$ cat config.mk
export PLATFORM = sky130hd
export DESIGN_NAME = soa_ctrl
export DESIGN_NICKNAME = d
export VERILOG_FILES = /design/src/rtl/soa_pkg.sv /design/src/rtl/soa_ctrl.sv
export SDC_FILE = /design/constraint.sdc
export NUM_CORES = 1
export LEC_CHECK = 0
export BUFFER_PORTS_ARGS = -buffer_cell sky130_fd_sc_hd__buf_2
export CAP_MARGIN = 0
export CORE_MARGIN = 3
export CORE_UTILIZATION = 42
export DETAILED_ROUTE_END_ITERATION = 12
export PLACE_DENSITY = 0.77
export SLEW_MARGIN = 20
export SYNTH_ARGS = -nofsm -noshare
export SYNTH_HDL_FRONTEND = slang
export SYNTH_SLANG_ARGS = --single-unit
export TNS_END_PERCENT = 20
$ cat constraint.sdc
create_clock -name clk -period 2.03 [get_ports clk]
set_input_delay 0.3045 -clock clk [delete_from_list [all_inputs] [get_ports clk]]
set_output_delay 0.3045 -clock clk [all_outputs]
set_load 0.02 [all_outputs]
$ cat src/rtl/soa_pkg.sv
// ----------------------------------------------------------------------------
// soa_pkg: shared types and constants for the slab object allocator
// Sizes, pointer types, list tags, result codes, controller states and
// datapath operation codes.
// ----------------------------------------------------------------------------
package soa_pkg;

  localparam int FRAMES = 16;
  localparam int SLOTS  = 512;

  localparam int FW  = $clog2(FRAMES);      // frame number
  localparam int FPW = $clog2(FRAMES + 1);  // frame pointer incl. null
  localparam int SW  = $clog2(SLOTS);       // slot number
  localparam int SPW = $clog2(SLOTS + 1);   // slot pointer incl. null
  localparam int CW  = $clog2(FRAMES + 1);  // frame counts
  localparam int UW  = 10;                  // per-frame use count
  localparam int MW  = 5;                   // min_avail_slabs
  localparam int DW  = 10;                  // config data
  localparam int IW  = 2;                   // config index

  typedef logic [FW-1:0]  frame_t;
  typedef logic [FPW-1:0] frame_ptr_t;
  typedef logic [SW-1:0]  slot_t;
  typedef logic [SPW-1:0] slot_ptr_t;
  typedef logic [CW-1:0]  count_t;
  typedef logic [UW-1:0]  use_t;

  localparam frame_ptr_t NULL_FRAME = FPW'(FRAMES);
  localparam slot_ptr_t  NULL_SLOT  = SPW'(SLOTS);

  localparam logic [IW-1:0] CFG_OBJ_PER_SLAB = 2'd0;
  localparam logic [IW-1:0] CFG_IN_CACHE     = 2'd1;
  localparam logic [IW-1:0] CFG_MIN_AVAIL    = 2'd2;

  localparam logic [1:0] ST_GRANT     = 2'd0;
  localparam logic [1:0] ST_FAIL      = 2'd1;
  localparam logic [1:0] ST_FREE_DONE = 2'd2;

  localparam logic [2:0] FS_FULL     = 3'd0;
  localparam logic [2:0] FS_PARTIAL  = 3'd1;
  localparam logic [2:0] FS_FREE     = 3'd2;
  localparam logic [2:0] FS_CACHE    = 3'd3;
  localparam logic [2:0] FS_RELEASED = 3'd4;

  typedef enum logic [1:0] {
    TAG_UNUSED, TAG_PARTIAL, TAG_SPARE, TAG_FULL
  } tag_t;

  typedef enum logic [4:0] {
    S_IDLE, S_CRD, S_CPOP, S_CPUSH, S_SPARE_UNLINK, S_ALLOC_PUSH, S_WALK,
    S_CLAIM, S_SLOT_RD, S_SLOT_POP, S_FULL, S_FAIL, S_FREE_WR,
    S_FREE_UNLINK, S_FREE_PARK, S_FREE_REPART, S_SWEEP, S_DONE
  } state_t;

  typedef enum logic [3:0] {
    OP_NONE, OP_SWEEP, OP_CACHE_RD, OP_CACHE_POP, OP_CACHE_PUSH,
    OP_SPARE_UNLINK, OP_PARTIAL_PUSH, OP_WALK, OP_CLAIM, OP_SLOT_RD,
    OP_SLOT_POP, OP_PARTIAL_UNLINK, OP_FREE_PUSH, OP_SPARE_PUSH,
    OP_RELEASE, OP_FAIL
  } dp_op_t;

  typedef struct packed {
    logic   accept;
    logic   cfg_we;
    dp_op_t op;
  } cmd_t;

  typedef struct packed {
    logic cache_null;
    logic partial_empty;
    logic spare_empty;
    logic unused_none;
    logic walk_last;
    logic sweep_last;
    logic chain_null;
    logic rd_null;
    tag_t tag;
    logic use_one;
    logic free_ok;
    logic release_ok;
    logic rebuild_req;
  } sts_t;

endpackage

$ cat src/rtl/soa_ctrl.sv
// ----------------------------------------------------------------------------
// soa_ctrl: allocator sequencer
// Steps each alloc, free and chain rebuild through the datapath operations.
// ----------------------------------------------------------------------------
module soa_ctrl (
  input  logic          clk,
  input  logic          rst,
  input  logic          start,
  input  logic          kind,
  input  logic          free_in_cache,
  input  logic          cfg_valid,
  input  soa_pkg::sts_t sts,
  output soa_pkg::cmd_t cmd,
  output logic          busy,
  output logic          done,
  output logic          cfg_ready
);

  soa_pkg::state_t state, state_next;
  logic accept;
  logic cfg_we;

  assign accept    = start && (state == soa_pkg::S_IDLE);
  assign cfg_ready = (state == soa_pkg::S_IDLE) && !start;
  assign cfg_we    = cfg_valid && cfg_ready;

  always_ff @(posedge clk) begin
    if (rst) begin
      state <= soa_pkg::S_IDLE;
    end else begin
      state <= state_next;
    end
  end

  always_comb begin
    state_next = state;
    case (state)
      soa_pkg::S_IDLE: begin
        if (cfg_we && sts.rebuild_req) begin
          state_next = soa_pkg::S_SWEEP;
        end else if (accept) begin
          if (kind) begin
            state_next = free_in_cache ? soa_pkg::S_CPUSH : soa_pkg::S_FREE_WR;
          end else if (!sts.cache_null) begin
            state_next = soa_pkg::S_CRD;
          end else if (!sts.partial_empty) begin
            state_next = soa_pkg::S_SLOT_RD;
          end else if (!sts.spare_empty) begin
            state_next = soa_pkg::S_SPARE_UNLINK;
          end else if (!sts.unused_none) begin
            state_next = soa_pkg::S_WALK;
          end else begin
            state_next = soa_pkg::S_FAIL;
          end
        end
      end
      soa_pkg::S_CRD:          state_next = soa_pkg::S_CPOP;
      soa_pkg::S_CPOP:         state_next = soa_pkg::S_DONE;
      soa_pkg::S_CPUSH:        state_next = soa_pkg::S_DONE;
      soa_pkg::S_SPARE_UNLINK: state_next = soa_pkg::S_ALLOC_PUSH;
      soa_pkg::S_ALLOC_PUSH:   state_next = soa_pkg::S_SLOT_RD;
      soa_pkg::S_WALK: begin
        if (sts.walk_last) state_next = soa_pkg::S_CLAIM;
      end
      soa_pkg::S_CLAIM:        state_next = soa_pkg::S_ALLOC_PUSH;
      soa_pkg::S_SLOT_RD: begin
        state_next = sts.chain_null ? soa_pkg::S_DONE : soa_pkg::S_SLOT_POP;
      end
      soa_pkg::S_SLOT_POP: begin
        state_next = sts.rd_null ? soa_pkg::S_FULL : soa_pkg::S_DONE;
      end
      soa_pkg::S_FULL:         state_next = soa_pkg::S_DONE;
      soa_pkg::S_FAIL:         state_next = soa_pkg::S_DONE;
      soa_pkg::S_FREE_WR: begin
        if (!sts.free_ok) begin
          state_next = soa_pkg::S_DONE;
        end else if (sts.use_one) begin
          state_next = (sts.tag == soa_pkg::TAG_PARTIAL) ? soa_pkg::S_FREE_UNLINK
                                                          : soa_pkg::S_FREE_PARK;
        end else begin
          state_next = (sts.tag == soa_pkg::TAG_FULL) ? soa_pkg::S_FREE_REPART
                                                       : soa_pkg::S_DONE;
        end
      end
      soa_pkg::S_FREE_UNLINK:  state_next = soa_pkg::S_FREE_PARK;
      soa_pkg::S_FREE_PARK:    state_next = soa_pkg::S_DONE;
      soa_pkg::S_FREE_REPART:  state_next = soa_pkg::S_DONE;
      soa_pkg::S_SWEEP: begin
        if (sts.sweep_last) state_next = soa_pkg::S_IDLE;
      end
      soa_pkg::S_DONE:         state_next = soa_pkg::S_IDLE;
      default:                 state_next = soa_pkg::S_IDLE;
    endcase
  end

  always_comb begin
    cmd.accept = accept;
    cmd.cfg_we = cfg_we;
    cmd.op     = soa_pkg::OP_NONE;
    busy       = (state != soa_pkg::S_IDLE);
    done       = (state == soa_pkg::S_DONE);
    case (state)
      soa_pkg::S_CRD:          cmd.op = soa_pkg::OP_CACHE_RD;
      soa_pkg::S_CPOP:         cmd.op = soa_pkg::OP_CACHE_POP;
      soa_pkg::S_CPUSH:        cmd.op = soa_pkg::OP_CACHE_PUSH;
      soa_pkg::S_SPARE_UNLINK: cmd.op = soa_pkg::OP_SPARE_UNLINK;
      soa_pkg::S_ALLOC_PUSH:   cmd.op = soa_pkg::OP_PARTIAL_PUSH;
      soa_pkg::S_FREE_REPART:  cmd.op = soa_pkg::OP_PARTIAL_PUSH;
      soa_pkg::S_WALK:         cmd.op = soa_pkg::OP_WALK;
      soa_pkg::S_CLAIM:        cmd.op = soa_pkg::OP_CLAIM;
      soa_pkg::S_SLOT_RD: begin
        cmd.op = sts.chain_null ? soa_pkg::OP_FAIL : soa_pkg::OP_SLOT_RD;
      end
      soa_pkg::S_SLOT_POP:     cmd.op = soa_pkg::OP_SLOT_POP;
      soa_pkg::S_FULL:         cmd.op = soa_pkg::OP_PARTIAL_UNLINK;
      soa_pkg::S_FREE_UNLINK:  cmd.op = soa_pkg::OP_PARTIAL_UNLINK;
      soa_pkg::S_FAIL:         cmd.op = soa_pkg::OP_FAIL;
      soa_pkg::S_FREE_WR: begin
        cmd.op = sts.free_ok ? soa_pkg::OP_FREE_PUSH : soa_pkg::OP_NONE;
      end
      soa_pkg::S_FREE_PARK: begin
        cmd.op = sts.release_ok ? soa_pkg::OP_RELEASE : soa_pkg::OP_SPARE_PUSH;
      end
      soa_pkg::S_SWEEP:        cmd.op = soa_pkg::OP_SWEEP;
      default:                 cmd.op = soa_pkg::OP_NONE;
    endcase
  end

endmodule

# Word level (Yosys, flattened, before mapping)
# Cells that the tools add are included.
word_totals:
  reg_bits: 5
  out_inout_bits: 9
  wordCells: 56
classes:
  n_eq_ne: 22
  n_mux: 21
  reduce_logical: 12
op_table:
  columns: ["cell", "n"]
  rows:
  - ["case mux 4 bit (14 select lines)", 1]
  - ["case mux 5 bit (11 select lines)", 1]
  - ["2-to-1 mux 5 bit", 9]
  - ["equality test 5 x 4 -> 1 bit, second input constant", 8]
  - ["2-to-1 mux 4 bit", 7]
  - ["equality test 5 x 3 -> 1 bit, second input constant", 4]
  - ["equality test 5 x 2 -> 1 bit, second input constant", 2]
  - ["equality test 5 bit, second input constant", 2]
  - ["OR reduction 2 bit", 3]
  - ["OR reduction 6 bit", 1]
  - ["equality test 5 x 1 -> 1 bit, second input constant", 1]
  - ["zero test 5 bit", 1]
  - ["nonzero test 5 bit", 1]
  - ["logical AND 1 bit", 4]
  - ["2-to-1 mux 2 bit", 2]
  - ["inequality test 2 bit, second input constant", 2]
  - ["2-to-1 mux 3 bit", 1]
  - ["inequality test 3 x 2 -> 1 bit, second input constant", 1]
  - ["AND reduction 3 bit", 1]
  - ["equality test 2 x 1 -> 1 bit, second input constant", 1]
  - ["equality test 2 bit, second input constant", 1]
  - ["zero test 1 bit", 1]

# Longest topological paths before layout
# Gate-level depths: netlist of run 1.
depth:
  depth_word: 8
  mapped_depth: 6

# Worst setup path before layout of run 1
# No wires, ideal clock.
synth_path:
  path_kind: "register to output"
  startpoint: "register state[1]"
  endpoint: "output port cmd[4] (netlist bit)"
  arrival_time_ns: 1.868
  slack_ns: -0.143
  stages_incl_launch_ff: 6
  n_path_buf: 2
  path_cell_list: "dfxtp_1 > buf_6 > or4_4 > nor3_1 > and2_1 > buf_4"
synth_between:
  elab_chain_cells: 3
synth_rtl:
  columns: ["item", "line", "rtl"]
  rows:
  - ["start, declared", "soa_ctrl.sv:19", "soa_pkg::state_t state, state_next;"]
  - ["start signal, assigned", "soa_ctrl.sv:29", "state <= soa_pkg::S_IDLE;"]
  - ["start signal, assigned", "soa_ctrl.sv:31", "state <= state_next;"]
  - ["zero test 5 bit", "soa_ctrl.sv:24", "assign cfg_ready = (state == soa_pkg::S_IDLE) && !start;"]
  - ["logical AND 1 bit", "soa_ctrl.sv:24", null]
  - ["named net cfg_ready", "soa_ctrl.sv:16", "output logic cfg_ready"]
  - ["logical AND 1 bit", "soa_ctrl.sv:25", "assign cfg_we = cfg_valid && cfg_ready;"]
  - ["end, declared", "soa_ctrl.sv:13", "output soa_pkg::cmd_t cmd,"]
# The timed path passes the listed nets, and every way through them passes these cells.

==> flow_metrics.py, run 1 <==
metrics = {
    "timing": {
        "hold_viol": 0,
        "fin_crit_sh_pct": 97.5,
        "relSlewSlack_pct": 78.9,
        "setup_viol_count_final": 0,
        "hold_slack_ps": 255,
        "tns_ps": 0,
        "fmax_mhz": 505,
        "slew_violations": 0,
        "period_needed_ps": 1980,
        "rsz0062_at_grt": "yes",
        "final.setup_skew_ps": 4.20,
        "tightest_slew_ps": 315,
        "setup_slack_ps": 51.5,
    },
    "worst_setup_path": {
        "reg2reg_to": "state[0]",
        "reg2reg_from": "state[0]",
        "cpPeakStageDelay_ps": 410,
        "rrSetupSlack_ps": 220,
        "crit_chain": "buf_4 -> or3b_4 -> o21ai_2 -> a32oi_1 -> o22ai_1 -> buf_4",
        "cpLargestDelayFamily": "simple AND/OR/NAND/NOR gates",
        "critical_path_class": "register to output pin",
        "cp_common_cell": "buf_4",
        "cp_max_fo": 10,
        "crit_required_ps": 1730,
        "endpoint_kind": "output pin",
        "cp.arrival_ps": 1670,
        "rr_worst_depth": 4,
        "worstPathBufferInverterCount": 2,
        "worst_setup_path_start_kind": "register",
        "crit_slowest_cell": "or3b_4",
    },
    "cts": {
        "clock_insertion_delay_worst_skew_ps": 250,
        "htreeDepth": 1,
        "clk_pin_slew_ps": 50,
        "cts_buffer_depth": 2,
        "cts_buffers": 3,
        "holdBufCountCts": 0,
        "cts_root_buf": "clkbuf_4",
        "cts_setup_buffers": 0,
        "cts_tree": "yes",
        "cts.sinks": 5,
    },
    "routing": {
        "ant_nets": 0,
        "route.detailed.drc": 0,
        "drt-pass1-iter-count": 4,
        "dr_total_vias": 968,
        "vias_per_cell": 5.73,
        "drtIter0Drc": 45,
        "drt-total-wl_mm": 2.17,
        "wire_per_inst_um": 12.9,
    },
    "pwr": {
        "ir_drop_v": 0.000615,
        "power_w": 0.00123,
        "power_frac_clock_pct": 9.9,
        "switching_share_pct": 49.9,
        "leakagePower_nw": 0.422,
        "powerDensity_nw_per_um2": 1270,
        "p_int_w": 0.000616,
        "combPwrFrac_pct": 77.3,
        "p_switching_w": 0.000614,
        "power_frac_seq_pct": 12.8,
    },
    "min_path": {
        "hold_depth": 2,
        "hp-class": "primary input to register",
        "holdPathEnd": "state[4]",
        "min-delay-start": "rst",
    },
    "floorplan": {
        "die_area_um2": 2310,
        "initial_core_util_pct": 46.7,
        "core_area_um2": 1590,
        "die_height_um": 48.1,
        "fp-row-count": 14,
        "num_io_pins": 29,
        "die_w_um": 48.1,
    },
    "global_route": {
        "grt_pass1_vias": 859,
        "grt_max_degree": 15,
        "grt_pass1_wl_mm": 3.57,
        "antenna_found_initial": 0,
        "grt_overflow": 0,
        "grt_usage_pct": 22.2,
    },
    "finish": {
        "largest_register": "state",
        "area_growth_syn_to_layout_pct": 30.4,
        "drive_above_1_share_pct": 31.0,
        "largest_reg_flops": 5,
        "antenna_cells": 0,
        "multiInputGateArea_um2": 572,
        "fillerInstances": 153,
        "top_regs": "state x5",
        "fin_nets": 166,
        "postLayoutCoreUtil_pct": 60.9,
        "ff_latch_area_um2": 100,
    },
    "job": {
        "maxCapViolCount": 0,
    },
    "status": {
        "status": "completed",
    },
    "place": {
        "dp_worst_setup_slack_ps": 213,
        "numPortBuffers": 28,
        "hpwl_mm": 1.69,
        "place_congestion": 0.926,
    },
    "synthesis": {
        "synth.avg_cell_area_um2": 6.47,
        "ys_seq_elements": 5,
        "yosysUniqueCellTypes": 38,
        "postSynthCellCount": 115,
        "syn_nets": 135,
        "ys_seq_area_share_pct": 13.4,
        "synth.cell_area_um2": 744,
        "ys_warn_count": 0,
    },
}
## power by group through the flow
stage | combinational [W] | clock, W | sequential (W)
after floorplan | 0.000665 | 0 | 0.000154
after global placement | 0.000879 | 0 | 0.000157
after detailed placement | 0.000897 | 0 | 0.000157
after CTS | 0.000912 | 0.000125 | 0.000156
after global routing | 0.00104 | 0.000130 | 0.000161
final | 0.000951 | 0.000121 | 0.000158
## per-stage QoR
step	cell area, um^2	cells
2_1_floorplan	749	115
3_3_place_gp	927	165
3_5_place_dp	927	165
4_1_cts	958	169
5_1_grt	971	169
6_report	971	169
## what timing repair did
| item | 4_1_cts | 5_1_grt |
|---|---|---|
| gates resized for setup | 2 | 5 |
| setup endpoints to repair | 2 | 2 |
| cloned | 0 | 0 |
| pin swaps | 2 | 3 |
## logic make-up (layout without fill, tap and decap cells)
group / Yosys count / count (layout) / synth area share (%)
AND/OR/NAND/NOR: 42 / 42 / 30.8
buffers and inverters: 19 / 49 / 11.6
multiplexers: 1 / 1 / 1.34
XOR/XNOR: 1 / 1 / 1.18
AO/OA/AOI/OAI: 47 / 47 / 41.7
flip-flops: 5 / 5 / 13.4
## synth_stat cells (all sizes together)
library cell,n,area share [%]
a2111o,1,1.5
a211o,1,1.2
a211oi,2,2.0
a21o,2,2.0
a21oi,14,9.9
a2bb2oi,1,1.2
a311o,1,1.3
a31oi,3,2.5
a32oi,2,2.4
a41oi,1,1.2
and2,1,0.84
buf,3,3.5
clkbuf,7,3.5
dfxtp,5,13
inv,9,4.5
mux2i,1,1.3
nand2,8,4.0
nand2b,6,5.0
nand3,4,2.7
nand3b,1,1.0
nor2,8,4.0
nor2b,7,5.9
nor3,1,0.67
nor3b,1,1.0
nor4,1,0.84
o2111a,1,1.5
o211ai,1,1.0
o21ai,9,6.0
o21bai,2,2.0
o22a,1,1.2
o22ai,4,3.4
o32a,1,1.3
or3,1,0.84
or3b,2,2.4
or4,1,1.5
xor2,1,1.2
## per-layer routing
| metal | up-vias | part of all wire, % | global-route usage, % |
|---|---|---|---|
| met3 | 9 | 6.0 | 5.90 |
| li1 | 486 | - | - |
| met4 | 0 | 3.4 | 14.5 |
| met1 | 428 | 43 | 27.0 |
| met5 | - | 0 | 0 |
| met2 | 45 | 47 | 34.3 |
## worst max-delay path by stage
stage	start	to	depth (start not counted)
3_3_place_gp	state[1]	state[0]	4
6_report	state[0]	cmd[1]	6
3_5_place_dp	state[0]	cmd[1]	6
5_1_grt	state[0]	cmd[1]	6
2_1_floorplan	state[2]	cmd[3]	4
4_1_cts	state[2]	cmd[0]	6
## layout by cell type (no fill, tap or decap), types with 2 or more instances in the layout
master	synthesis	layout
a21o_1	2	2
or3b_4	0	2
nor2_1	8	8
o22ai_1	4	4
dfxtp_1	5	5
a31oi_1	3	3
nor2b_1	7	7
clkbuf_4	0	3
nand2_1	8	8
buf_2	0	26
inv_1	9	9
a21oi_1	13	13
o21ai_0	9	8
a32oi_1	2	2
a211oi_1	2	2
nand2b_1	6	6
nand3_1	4	4
buf_4	2	9
o21bai_1	2	2
## final cells by class
| class | count | share of cell area, % |
|---|---|---|
| Multi-Input combinational cell | 91 | 58.9 |
| Timing Repair Buffer | 36 | 21.5 |
| Sequential cell | 5 | 10.3 |
| Inverter | 9 | 3.48 |
| Tap cell | 24 | 3.09 |
| Clock buffer | 4 | 2.71 |
No activity file was read; power rests on OpenSTA's default activity.
==> inputs of run 2 (changes only) <==
PLACE_DENSITY = 0.7   (was 0.77)
==> run 2 against run 1 <==
Fmax rose by 1.7%. Non-clock buffer count decreased by 1. Global-route usage decreased by 0.28 points. First-iteration DRC count shrank 33%. Die area did not move. Critical endpoint is now cmd[4]. Worst setup slack gained 33 ps. Wire length is 6.3% higher. Register-to-register slack worse by 20 ps. Sequential share of layout area up 0.39 points. Total power fell by 3.9%. Utilization is 1.5 points lower. Hold slack improved by 31 ps.
==> flow_metrics.py, run 2 (synthesized netlist as in run 1, its figures left out) <==
metrics = {
    "cts": {
        "cts_buffer_depth": 2,
        "clock_insertion_delay_worst_skew_ps": 240,
        "htreeDepth": 1,
        "cts.sinks": 5,
        "cts_tree": "yes",
        "cts_root_buf": "clkbuf_4",
        "cts_buffers": 3,
        "cts_setup_buffers": 0,
        "clk_pin_slew_ps": 40,
    },
    "worst_setup_path": {
        "crit_required_ps": 1730,
        "cp_max_fo": 4,
        "critical_path_class": "register to output pin",
        "worst_setup_path_start_kind": "register",
        "reg2reg_from": "state[0]",
        "rrSetupSlack_ps": 200,
        "cp.arrival_ps": 1640,
        "rr_worst_depth": 4,
        "endpoint_kind": "output pin",
        "reg2reg_to": "state[0]",
    },
    "timing": {
        "fin_crit_sh_pct": 95.9,
        "setup_viol_count_final": 0,
        "tns_ps": 0,
        "slew_violations": 0,
        "setup_slack_ps": 84.1,
        "fmax_mhz": 514,
        "period_needed_ps": 1950,
        "rsz0062_at_grt": "no",
        "final.setup_skew_ps": 2.69,
        "hold_viol": 0,
        "hold_slack_ps": 287,
        "tightest_slew_ps": 264,
        "relSlewSlack_pct": 82.3,
    },
    "finish": {
        "area_growth_syn_to_layout_pct": 27.2,
        "layout_commonest_cell": "buf_2",
        "largest_register": "state",
        "ff_latch_area_um2": 101,
        "fin_nets": 165,
        "antenna_cells": 0,
        "final_cells": 168,
        "largest_reg_flops": 5,
        "fillerInstances": 162,
        "top_regs": "state x5",
        "multiInputGateArea_um2": 563,
        "layout_common_cells": "buf_2 (28), a21oi_1 (13), inv_1 (9), o21ai_0 (9)",
        "final_area_um2": 947,
        "drive_above_1_share_pct": 30.6,
    },
    "floorplan": {
        "initial_core_util_pct": 46.7,
        "core_area_um2": 1590,
        "die_w_um": 48.1,
        "die_area_um2": 2310,
        "num_io_pins": 29,
        "fp-row-count": 14,
        "die_height_um": 48.1,
    },
    "global_route": {
        "grt_usage_pct": 21.9,
        "grt_pass1_vias": 875,
        "grt_pass1_wl_mm": 3.68,
        "antenna_found_initial": 0,
        "grt_max_degree": 17,
        "grt_overflow": 0,
    },
    "status": {
        "status": "completed",
    },
    "routing": {
        "drt-pass1-iter-count": 4,
        "route.detailed.drc": 0,
        "drt-total-wl_mm": 2.31,
        "wire_per_inst_um": 13.8,
        "dr_total_vias": 980,
        "ant_nets": 0,
        "drtIter0Drc": 30,
        "vias_per_cell": 5.83,
    },
    "place": {
        "numPortBuffers": 28,
        "place_congestion": 0.895,
        "dp_worst_setup_slack_ps": 233,
        "hpwl_mm": 1.77,
        "dp_cells": 164,
        "dpl_cell_area_um2": 920,
    },
    "job": {
        "maxCapViolCount": 0,
    },
    "pwr": {
        "ir_drop_v": 0.000661,
        "leakagePower_nw": 0.410,
        "powerDensity_nw_per_um2": 1250,
    },
    "min_path": {
        "holdPathEnd": "state[1]",
        "min-delay-start": "rst",
        "hp-class": "primary input to register",
        "hold_depth": 2,
    },
}
## run 2: cell types whose count changed in the layout (fill, tap and decap cells not counted)
| cell | delta |
|---|---|
| dfxtp_1 | -1 |
| buf_4 | -2 |
| buf_6 | -1 |
| buf_2 | +2 |
| o21ai_2 | -1 |
| or3b_4 | -2 |
| dfxtp_2 | +1 |
| o21ai_0 | +1 |
| or3b_2 | +2 |
## run 2: power breakdown
part           internal, W  switching, W  leakage (nW)
Clock            0.0000743     0.0000411        0.0150
Combinational     0.000371      0.000530         0.353
Sequential        0.000132     0.0000342        0.0414
## run 2: per-layer routing
metal	wire (um)	vias to the layer above	global-route usage (%)
met1	1010	451	28.4
met5	0	-	0
met3	179	4	2.58
met4	30	0	4.84
met2	1090	47	38.8
li1	-	478	-
## run 2: layout make-up
cell class | count | share of cell area, %
multi-input cells | 91 | 59.4
repair buffers | 35 | 20.3
flip-flops and latches | 5 | 10.7
inverters | 9 | 3.57
well taps | 24 | 3.17
clock buffers | 4 | 2.77
## run 2: how the worst max path moves through the flow
| stage | start | endpoint | slack [ps] | cells past startpoint |
|---|---|---|---|---|
| final | state[0] | cmd[4] | 80 | 4 |
| after global routing | state[0] | cmd[5] | 9 | 5 |
| after CTS | state[3] | cmd[1] | 40 | 5 |
| after detailed placement | state[0] | state[0] | 230 | 4 |
| after global placement | state[0] | state[0] | 280 | 4 |
| after floorplan | state[2] | cmd[3] | 70 | 4 |
## run 2: what timing repair did
action | CTS | global route
hold buffers | 0 | 0
setup endpoints to repair | 0 | 3
gates resized for setup | 0 | 1
## run 2: metrics by stage
stage / utilization, % / total power, W
final: 59.4 / 0.00118
after global routing: 59.4 / 0.00126
after CTS: 59.3 / 0.00117
after detailed placement: 57.7 / 0.00105
after global placement: 57.7 / 0.00104
after floorplan: - / 0.000819
## run 2: worst max-delay path: stages (launching register included)
cell	delay (ps)
dfxtp_1	320
or4_4	560
nor3_2	210
and2_1	160
buf_2	150
